--- src/sv/tone_pattern_sequencer_macros.svh ---
// assertion macros for the tone pattern sequencer
// no dependencies; included by the rtl files that carry assertions
`ifndef TONE_PATTERN_SEQUENCER_MACROS_SVH
`define TONE_PATTERN_SEQUENCER_MACROS_SVH
`ifndef ASSERT_OFF
// same-cycle implication
`define TPS_ASSERT_NOW(lbl, clk, rst, ante, cons, msg) \
   lbl: assert property (@(posedge clk) disable iff (rst) (ante) |-> (cons)) else $error(msg);
// next-cycle implication
`define TPS_ASSERT_NEXT(lbl, clk, rst, ante, cons, msg) \
   lbl: assert property (@(posedge clk) disable iff (rst) (ante) |=> (cons)) else $error(msg);
`else
`define TPS_ASSERT_NOW(lbl, clk, rst, ante, cons, msg)
`define TPS_ASSERT_NEXT(lbl, clk, rst, ante, cons, msg)
`endif
`endif

--- src/sv/tps_pkg.sv ---
// shared types and codes for the tone pattern sequencer
// no dependencies
`default_nettype none
package tps_pkg;

   // default sizes
   localparam int DEF_MAX_STEPS     = 16;
   localparam int DEF_DURATION_BITS = 16;

   // field widths fixed by the interface
   localparam int OP_BITS    = 2;
   localparam int ADDR_W     = 4;
   localparam int TICKS_W    = 16;
   localparam int STEP_W     = 5;
   localparam int CSR_IDX_W  = 2;
   localparam int CSR_DATA_W = 16;

   // operation codes
   localparam logic [OP_BITS-1:0] OP_TICK  = 2'd0;
   localparam logic [OP_BITS-1:0] OP_START = 2'd1;
   localparam logic [OP_BITS-1:0] OP_STOP  = 2'd2;
   localparam logic [OP_BITS-1:0] OP_WRITE = 2'd3;

   // register indexes
   localparam logic [CSR_IDX_W-1:0] CSR_STEP_COUNT  = 2'd0;
   localparam logic [CSR_IDX_W-1:0] CSR_LOOP_MODE   = 2'd1;
   localparam logic [CSR_IDX_W-1:0] CSR_START_DELAY = 2'd2;

   typedef struct packed {
      logic [OP_BITS-1:0] op;
      logic [ADDR_W-1:0]  step_addr;
      logic [TICKS_W-1:0] step_ticks;
      logic               step_sound;
   } req_type;

   typedef struct packed {
      logic              pin_level;
      logic              busy_res;
      logic [STEP_W-1:0] current_step;
      logic              finished;
   } rsp_type;

endpackage
`default_nettype wire

--- src/sv/tps_step_store.sv ---
// step table storage with a registered read of the coming step and a copy of entry zero
// depends on nothing but its parameters
`default_nettype none
module tps_step_store #(
   parameter int MAX_STEPS     = 16,
   parameter int DURATION_BITS = 16,
   localparam int ADDR_BITS    = (MAX_STEPS > 1) ? $clog2(MAX_STEPS) : 1
) (
   input  logic                     clock,
   input  logic                     wr_en,
   input  logic [ADDR_BITS-1:0]     wr_addr,
   input  logic [DURATION_BITS-1:0] wr_ticks,
   input  logic                     wr_sound,
   input  logic [ADDR_BITS-1:0]     rd_addr,
   output logic [DURATION_BITS-1:0] rd_ticks,
   output logic                     rd_sound,
   output logic [DURATION_BITS-1:0] zero_ticks,
   output logic                     zero_sound
);

   localparam int DEPTH = 2 ** ADDR_BITS;

   logic [DURATION_BITS:0] mem [DEPTH];
   logic [DURATION_BITS:0] rd_ff;
   logic [DURATION_BITS:0] zero_ff;
   logic [DURATION_BITS:0] wr_word;

   assign wr_word = {wr_ticks, wr_sound};

   // table write
   always_ff @(posedge clock) begin
      if (wr_en) begin
         mem[wr_addr] <= wr_word;
      end
   end

   // registered read, a write to the same entry passes straight through
   always_ff @(posedge clock) begin
      if (wr_en && (wr_addr == rd_addr)) begin
         rd_ff <= wr_word;
      end else begin
         rd_ff <= mem[rd_addr];
      end
   end

   // entry zero kept aside for the loop restart
   always_ff @(posedge clock) begin
      if (wr_en && (wr_addr == '0)) begin
         zero_ff <= wr_word;
      end
   end

   assign rd_ticks   = rd_ff[DURATION_BITS:1];
   assign rd_sound   = rd_ff[0];
   assign zero_ticks = zero_ff[DURATION_BITS:1];
   assign zero_sound = zero_ff[0];

endmodule
`default_nettype wire

--- src/sv/tone_pattern_sequencer.sv ---
// top level of the tone pattern sequencer: command decode, step timer and result register
// depends on tps_pkg, tps_step_store and tone_pattern_sequencer_macros.svh
//
//   channel  direction  handshake              payload
//   req      in         req_valid/req_ready    tps_pkg::req_type
//   rsp      out        rsp_valid/rsp_ready    tps_pkg::rsp_type
//   csr      in         csr_valid/csr_ready    csr_index, csr_wdata
//
// one item per cycle while req_ready is high; each item gives its result in the cycle after its transfer
// the timer compare and counter update sit between the step read register and the result register
// the step table read for the next expiry is prefetched, so an expiry never waits on the table
// reset is synchronous; the step table is not cleared and holds nothing until written
// req_ready drops only while a result waits and rsp_ready is low; csr_ready is always high
`default_nettype none
`include "tone_pattern_sequencer_macros.svh"
module tone_pattern_sequencer #(
   parameter int MAX_STEPS     = tps_pkg::DEF_MAX_STEPS,
   parameter int DURATION_BITS = tps_pkg::DEF_DURATION_BITS
) (
   input  logic                                clock,
   input  logic                                reset,
   input  logic                                req_valid,
   output logic                                req_ready,
   input  tps_pkg::req_type                    req_data,
   output logic                                rsp_valid,
   input  logic                                rsp_ready,
   output tps_pkg::rsp_type                    rsp_data,
   input  logic                                csr_valid,
   output logic                                csr_ready,
   input  logic [tps_pkg::CSR_IDX_W-1:0]       csr_index,
   input  logic [tps_pkg::CSR_DATA_W-1:0]      csr_wdata
);
   import tps_pkg::*;

   localparam int ADDR_BITS = (MAX_STEPS > 1) ? $clog2(MAX_STEPS) : 1;
   localparam int IDX_BITS  = $clog2(MAX_STEPS + 1);
   localparam int CMP_BITS  = IDX_BITS + STEP_W;

   // configuration
   logic [STEP_W-1:0]        step_count_ff;
   logic                     loop_mode_ff;
   logic [TICKS_W-1:0]       start_delay_ff;

   // timer state
   logic [IDX_BITS-1:0]      idx_ff, idx_in;
   logic [DURATION_BITS-1:0] cnt_ff, cnt_in;
   logic [DURATION_BITS-1:0] limit_ff, limit_in;
   logic                     running_ff, running_in;
   logic                     pin_ff, pin_in;
   logic                     finished;

   // result register
   logic                     rsp_valid_ff, rsp_valid_in;
   rsp_type                  rsp_data_ff, rsp_data_in;

   // table port
   logic                     wr_en;
   logic [ADDR_BITS-1:0]     wr_addr;
   logic [ADDR_BITS-1:0]     rd_addr;
   logic [DURATION_BITS-1:0] rd_ticks, zero_ticks;
   logic                     rd_sound, zero_sound;

   // width conversions
   logic [ADDR_BITS+ADDR_W-1:0]        addr_wide;
   logic [ADDR_BITS+IDX_BITS-1:0]      rd_wide;
   logic [DURATION_BITS+TICKS_W-1:0]   ticks_wide;
   logic [DURATION_BITS+TICKS_W-1:0]   delay_wide;
   logic [IDX_BITS+STEP_W-1:0]         step_wide;
   logic [CMP_BITS-1:0]                count_cmp, max_cmp, eff_cmp, idx_cmp;

   logic accept;

   assign accept    = req_valid && req_ready;
   assign req_ready = !rsp_valid_ff || rsp_ready;
   assign csr_ready = 1'b1;
   assign rsp_valid = rsp_valid_ff;
   assign rsp_data  = rsp_data_ff;

   // configuration writes
   always_ff @(posedge clock) begin
      if (reset) begin
         step_count_ff  <= '0;
         loop_mode_ff   <= 1'b0;
         start_delay_ff <= '0;
      end else if (csr_valid) begin
         unique case (csr_index)
            CSR_STEP_COUNT:  step_count_ff  <= csr_wdata[STEP_W-1:0];
            CSR_LOOP_MODE:   loop_mode_ff   <= csr_wdata[0];
            CSR_START_DELAY: start_delay_ff <= csr_wdata;
            default: ;
         endcase
      end
   end

   // table write decode, entries beyond the table are dropped
   assign addr_wide  = {{ADDR_BITS{1'b0}}, req_data.step_addr};
   assign wr_addr    = addr_wide[ADDR_BITS-1:0];
   assign wr_en      = accept && (req_data.op == OP_WRITE)
                       && (addr_wide < (ADDR_BITS+ADDR_W)'(MAX_STEPS));
   assign ticks_wide = {{DURATION_BITS{1'b0}}, req_data.step_ticks};
   assign delay_wide = {{DURATION_BITS{1'b0}}, start_delay_ff};

   // effective step count, clipped to the table depth
   assign count_cmp = {{IDX_BITS{1'b0}}, step_count_ff};
   assign max_cmp   = CMP_BITS'(MAX_STEPS);
   assign eff_cmp   = (count_cmp > max_cmp) ? max_cmp : count_cmp;
   assign idx_cmp   = {{STEP_W{1'b0}}, idx_ff};

   // command decode and period timer
   always_comb begin
      idx_in     = idx_ff;
      cnt_in     = cnt_ff;
      limit_in   = limit_ff;
      running_in = running_ff;
      pin_in     = pin_ff;
      finished   = 1'b0;
      if (accept) begin
         unique case (req_data.op)
            OP_TICK: begin
               if (running_ff) begin
                  if (cnt_ff == limit_ff) begin
                     cnt_in = '0;
                     if (idx_cmp < eff_cmp) begin
                        limit_in = rd_ticks;
                        pin_in   = rd_sound;
                        idx_in   = idx_ff + IDX_BITS'(1);
                     end else if (loop_mode_ff && (eff_cmp != '0)) begin
                        limit_in = zero_ticks;
                        pin_in   = zero_sound;
                        idx_in   = IDX_BITS'(1);
                     end else begin
                        running_in = 1'b0;
                        pin_in     = 1'b0;
                        finished   = 1'b1;
                     end
                  end else begin
                     cnt_in = cnt_ff + DURATION_BITS'(1);
                  end
               end
            end
            OP_START: begin
               idx_in     = '0;
               limit_in   = delay_wide[DURATION_BITS-1:0];
               cnt_in     = '0;
               running_in = 1'b1;
            end
            OP_STOP: begin
               pin_in     = 1'b0;
               running_in = 1'b0;
            end
            OP_WRITE: ;
            default: ;
         endcase
      end
   end

   // prefetch the entry the next expiry will load
   assign rd_wide = {{ADDR_BITS{1'b0}}, idx_in};
   assign rd_addr = rd_wide[ADDR_BITS-1:0];

   always_ff @(posedge clock) begin
      if (reset) begin
         idx_ff     <= '0;
         cnt_ff     <= '0;
         limit_ff   <= '0;
         running_ff <= 1'b0;
         pin_ff     <= 1'b0;
      end else begin
         idx_ff     <= idx_in;
         cnt_ff     <= cnt_in;
         limit_ff   <= limit_in;
         running_ff <= running_in;
         pin_ff     <= pin_in;
      end
   end

   // result register
   assign step_wide = {{STEP_W{1'b0}}, idx_in};

   always_comb begin
      rsp_data_in.pin_level    = pin_in;
      rsp_data_in.busy_res     = running_in;
      rsp_data_in.current_step = step_wide[STEP_W-1:0];
      rsp_data_in.finished     = finished;
      if (accept) begin
         rsp_valid_in = 1'b1;
      end else if (rsp_ready) begin
         rsp_valid_in = 1'b0;
      end else begin
         rsp_valid_in = rsp_valid_ff;
      end
   end

   always_ff @(posedge clock) begin
      if (reset) begin
         rsp_valid_ff <= 1'b0;
      end else begin
         rsp_valid_ff <= rsp_valid_in;
      end
   end

   always_ff @(posedge clock) begin
      if (accept) begin
         rsp_data_ff <= rsp_data_in;
      end
   end

   tps_step_store #(
      .MAX_STEPS     (MAX_STEPS),
      .DURATION_BITS (DURATION_BITS)
   ) u_store (
      .clock      (clock),
      .wr_en      (wr_en),
      .wr_addr    (wr_addr),
      .wr_ticks   (ticks_wide[DURATION_BITS-1:0]),
      .wr_sound   (req_data.step_sound),
      .rd_addr    (rd_addr),
      .rd_ticks   (rd_ticks),
      .rd_sound   (rd_sound),
      .zero_ticks (zero_ticks),
      .zero_sound (zero_sound)
   );

   // checks on the timer and the result register
   `TPS_ASSERT_NOW(a_pin_needs_run, clock, reset, pin_ff, running_ff, "pin high while idle")
   `TPS_ASSERT_NOW(a_cnt_in_period, clock, reset, running_ff, cnt_ff <= limit_ff, "counter past period")
   `TPS_ASSERT_NOW(a_idx_in_range, clock, reset, 1'b1, idx_cmp <= max_cmp, "step index past table")
   `TPS_ASSERT_NOW(a_finish_quiet, clock, reset, rsp_valid_ff && rsp_data_ff.finished,
      !rsp_data_ff.busy_res && !rsp_data_ff.pin_level, "finished while busy or sounding")
   `TPS_ASSERT_NEXT(a_finish_stops, clock, reset, accept && finished, !running_ff && !pin_ff,
      "timer still running after finish")

endmodule
`default_nettype wire
--- config.mk ---
export PLATFORM = sky130hd
export DESIGN_NAME = tone_pattern_sequencer
export DESIGN_NICKNAME = d
export VERILOG_FILES = /design/src/sv/tps_pkg.sv /design/src/sv/tps_step_store.sv /design/src/sv/tone_pattern_sequencer.sv
export VERILOG_INCLUDE_DIRS = /design/src /design/src/sv
export SDC_FILE = /design/constraint.sdc
export NUM_CORES = 1
export LEC_CHECK = 0
export ABC_CLOCK_PERIOD_IN_PS = 6490
export BUFFER_PORTS_ARGS = -buffer_cell sky130_fd_sc_hd__buf_2
export CAP_MARGIN = 20
export CORE_MARGIN = 2
export CORE_UTILIZATION = 40
export CTS_BUF_LIST = sky130_fd_sc_hd__clkbuf_8
export CTS_CLUSTER_DIAMETER = 30
export DETAILED_ROUTE_END_ITERATION = 8
export PLACE_DENSITY = 0.63
export SETUP_SLACK_MARGIN = 0.4
export SYNTH_ARGS = -nofsm -noshare
export SYNTH_HDL_FRONTEND = slang
export SYNTH_HIERARCHICAL = 1
export SYNTH_SLANG_ARGS = --single-unit
export TNS_END_PERCENT = 100
--- constraint.sdc ---
create_clock -name clock -period 6.49 [get_ports clock]
set_clock_uncertainty 0.15 [all_clocks]
set_input_delay 0.9735 -clock clock [delete_from_list [all_inputs] [get_ports clock]]
set_output_delay 0.9735 -clock clock [all_outputs]
set_load 0.02 [all_outputs]
==> summary.txt <==
Hold path
  – Hold path start: start_delay_ff[14]$_SDFFE_PP0P_
  – HP Class: reg2reg

Detailed routing
  – Post-DRT Antenna Nets: 0
  – Vias per std cell: 5.330
  – Post-DR wirelength/cell: 20.74 µm
  – Final wirelength: 30450 µm
  – # DRC: 0
  – DR iter-0 viols: 574
  – Routed vias: 7825
  – DRT Pass-1 Iters: 5

Clocking
  – Root Driver: clkbuf_8
  – Hold Buf Count CTS: 0
  – Cts bufs inserted: 72
  – CTS tree: yes
  – Clock Sinks: 346
  – Post-CTS Setup Bufs: 0
  – Skew-Pair Late Insertion Delay: 590 ps
  – H-tree levels: 3
  – Post-cts resize count: 0
  – CTS max path bufs: 3
  – Clk slew on worst S/H paths: 60 ps

Worst setup path
  – Most numerous cell on the critical path: nand2_1
  – CP peak stage delay: 930 ps
  – Startpoint Class: flip-flop
  – Worst setup EP type: flip-flop
  – Crit-path max FO: 35
  – Worst setup path category: reg2reg
  – WP data required: 6670 ps
  – Worst path slowest cell: dfxtp_2
  – Crit-path cells: buf_4 -> mux4_2 -> a22oi_1 -> nand2_1 -> mux2_2 -> nand4_1 -> nand2_1
  – Critical Path AT: 3500 ps

Synthesis
  – Synth area leaders: edfxtp_1, mux4_2, dfxtp_1, nand2_1, a22oi_1
  – EDFF count, synth: 280
  – Register bit count reported by yosys: 346
  – Sequential share of the synthesized area: 0.6965
  – Main flop type after synthesis: edfxtp_1
  – Netlist cell types: 59
  – Share of Yosys cell area claimed by the top area cell type: 0.6019
  – Ys async rst share: 0
  – Post-synthesis cell area: 0.01397 mm²
  – Cell with the most instances after synthesis: edfxtp_1
  – Mean Syn Cell Area: 16.34 µm²
  – Total of warnings raised by yosys: 6
  – Syn Inst Count: 855
  – Largest area contributor in the netlist: edfxtp_1
  – Top cells by count, synth: edfxtp_1, nand2_1, dfxtp_1
  – Syn_nets: 907

Floorplan
  – Die Ht: 190.9 µm
  – # IOs: 57
  – Area of the die: 0.03643 mm²
  – Die W: 190.9 µm
  – Core Area: 0.03446 mm²
  – # rows: 68
  – Initial Utilization: 0.4054

Place
  – Routability cong.: 0.7976
  – Pre-CTS setup slack: 2783 ps
  – HPWL Detailed: 18630 µm
  – Port Buf Inserts: 55

STA
  – Crit path time final: 3311 ps
  – Final-report max-slew violation count: 0
  – # setup viols final: 0
  – Achievable frequency: 302.0 MHz
  – Final Hold Viols: 0
  – Final worst path period share: 0.5102
  – Final setup TNS: 0 ps
  – Fin worst setup slack: 3179 ps
  – Worst Tran Pin Value: 1056 ps
  – Max_slew headroom: 0.2950
  – RSZ-0062 raised after global routing: no

GRT
  – Pin count of the biggest net entering global routing: 53
  – Initial antenna violation count: 0
  – First-pass GRT wire length: 46350 µm
  – Number of global-route vias before repair: 7853
  – Overall Global Routing Usage: 0.1705
  – Total gr overflow: 0

Pwr
  – Pleak: 5.437 nW
  – Maximum vdd ir drop: 0.1905 mV
  – Power Total: 4.996 mW
  – Power Density: 306.1 mW/mm²

Layout
  – Total Nets Final: 1010
  – N_diodes: 0
  – Fillers: 2985
  – Area of the multi-input gates: 0.003986 mm²
  – Layout cells sized above 1: 0.2873
  – Fin util: 0.4737
  – P&R area growth vs syn: 16.85%
  – Register area: 0.009734 mm²

Flow run
  – Max cap viols: 0

Outcome
  – Status: completed
==> layout by cell type, fill, tap and decap left out, types with 5 or more instances in the layout <==
| cell | synthesis | final |
|---|---|---|
| ha_1 | 6 | 6 |
| clkinv_1 | 0 | 7 |
| nand4_1 | 7 | 7 |
| clkinvlp_4 | 0 | 5 |
| nand3_1 | 9 | 9 |
| dfxtp_1 | 66 | 64 |
| nor2b_1 | 5 | 5 |
| a22oi_1 | 35 | 35 |
| nor2_1 | 60 | 54 |
| mux4_2 | 65 | 65 |
| a211o_1 | 16 | 16 |
| xor2_1 | 21 | 21 |
| clkbuf_8 | 0 | 75 |
| inv_1 | 7 | 17 |
| nand2_1 | 83 | 83 |
| xnor2_1 | 6 | 6 |
| clkinv_2 | 0 | 13 |
| clkinv_4 | 0 | 7 |
| bufinv_16 | 0 | 8 |
| mux2i_1 | 22 | 22 |
| nor2_2 | 0 | 6 |
| buf_4 | 1 | 19 |
| nor3_1 | 14 | 10 |
| nand3b_1 | 5 | 5 |
| a21oi_1 | 29 | 29 |
| nor3_2 | 1 | 5 |
| a21oi_2 | 13 | 13 |
| buf_2 | 12 | 55 |
| edfxtp_1 | 280 | 280 |
==> kinds of logic (layout without fill, tap and decap cells) <==
family          count (synthesis)  in the layout  share of synthesized area
flops                         346            346                     0.6965
simple gates                  212            212                    0.07023
compound gates                117            117                    0.06261
mux                            91             91                     0.1270
buf+inv                        55            213                    0.02105
xor+xnor                       27             27                    0.01693
fa+ha+maj                       6              6                   0.005374
other cells                     1              1                  0.0002685
==> path summary, 6_finish.rpt <==
path                            slack [ps]  cells after the start                               to
worst max-delay path                  3180                      7            rsp_data[7]$_DFFE_PP_
worst min-delay path                   310                      2  start_delay_ff[14]$_SDFFE_PP0P_
worst max register to register        3180                      7            rsp_data[7]$_DFFE_PP_
worst min register to register         310                      2  start_delay_ff[14]$_SDFFE_PP0P_
==> state kept, by name, summed over array words and instances (netlist names), named ones only <==
| register | flops |
|---|---|
| idx_ff | 5 |
| running_ff | 1 |
| pin_ff | 1 |
| rsp_valid | 1 |
| u_store/zero_ff | 16 |
| rsp_data | 8 |
| u_store/mem | 256 |
| loop_mode_ff | 1 |
| step_count_ff | 5 |
| start_delay_ff | 16 |
| cnt_ff | 16 |
| limit_ff | 16 |
==> power breakdown <==
group | internal [mW] | switching (mW)
clock | 1.42 | 0.978
sequential | 2.42 | 0.0103
combinational | 0.0523 | 0.120
total | 3.89 | 1.11
==> stage by stage <==
step           cell area, µm²  hold WS (ps)  instances
2_1_floorplan           13970         286.7        855
3_3_place_gp            14740         293.0       1337
3_5_place_dp            14740         299.0       1337
4_1_cts                 16280         308.6       1466
5_1_grt                 16320         331.8       1468
6_report                16320         310.3       1468
==> critical path: cells and delay by family (launching register included) <==
kind	cells	cell delay [ps]
flops	1	930
compound gates	1	400
simple gates	3	270
mux	2	670
buf+inv	1	570
==> per-layer routing <==
metal	vias up	global-route usage	routed length (µm)
met5	-	0	0
met4	0	0.06052	595
met3	50	0.03386	1696
met2	224	0.2729	14700
met1	3984	0.2324	13450
li1	3567	-	-
==> layout make-up <==
cell class	instances	share of cell area
Inverter	8	0.001840
Tap cell	455	0.03488
Clock buffer	75	0.06324
Sequential cell	346	0.5964
Clock inverter	54	0.03143
Multi-Input combinational cell	454	0.2442
Timing Repair Buffer	76	0.02798
(Power assumes the default switching activity.)
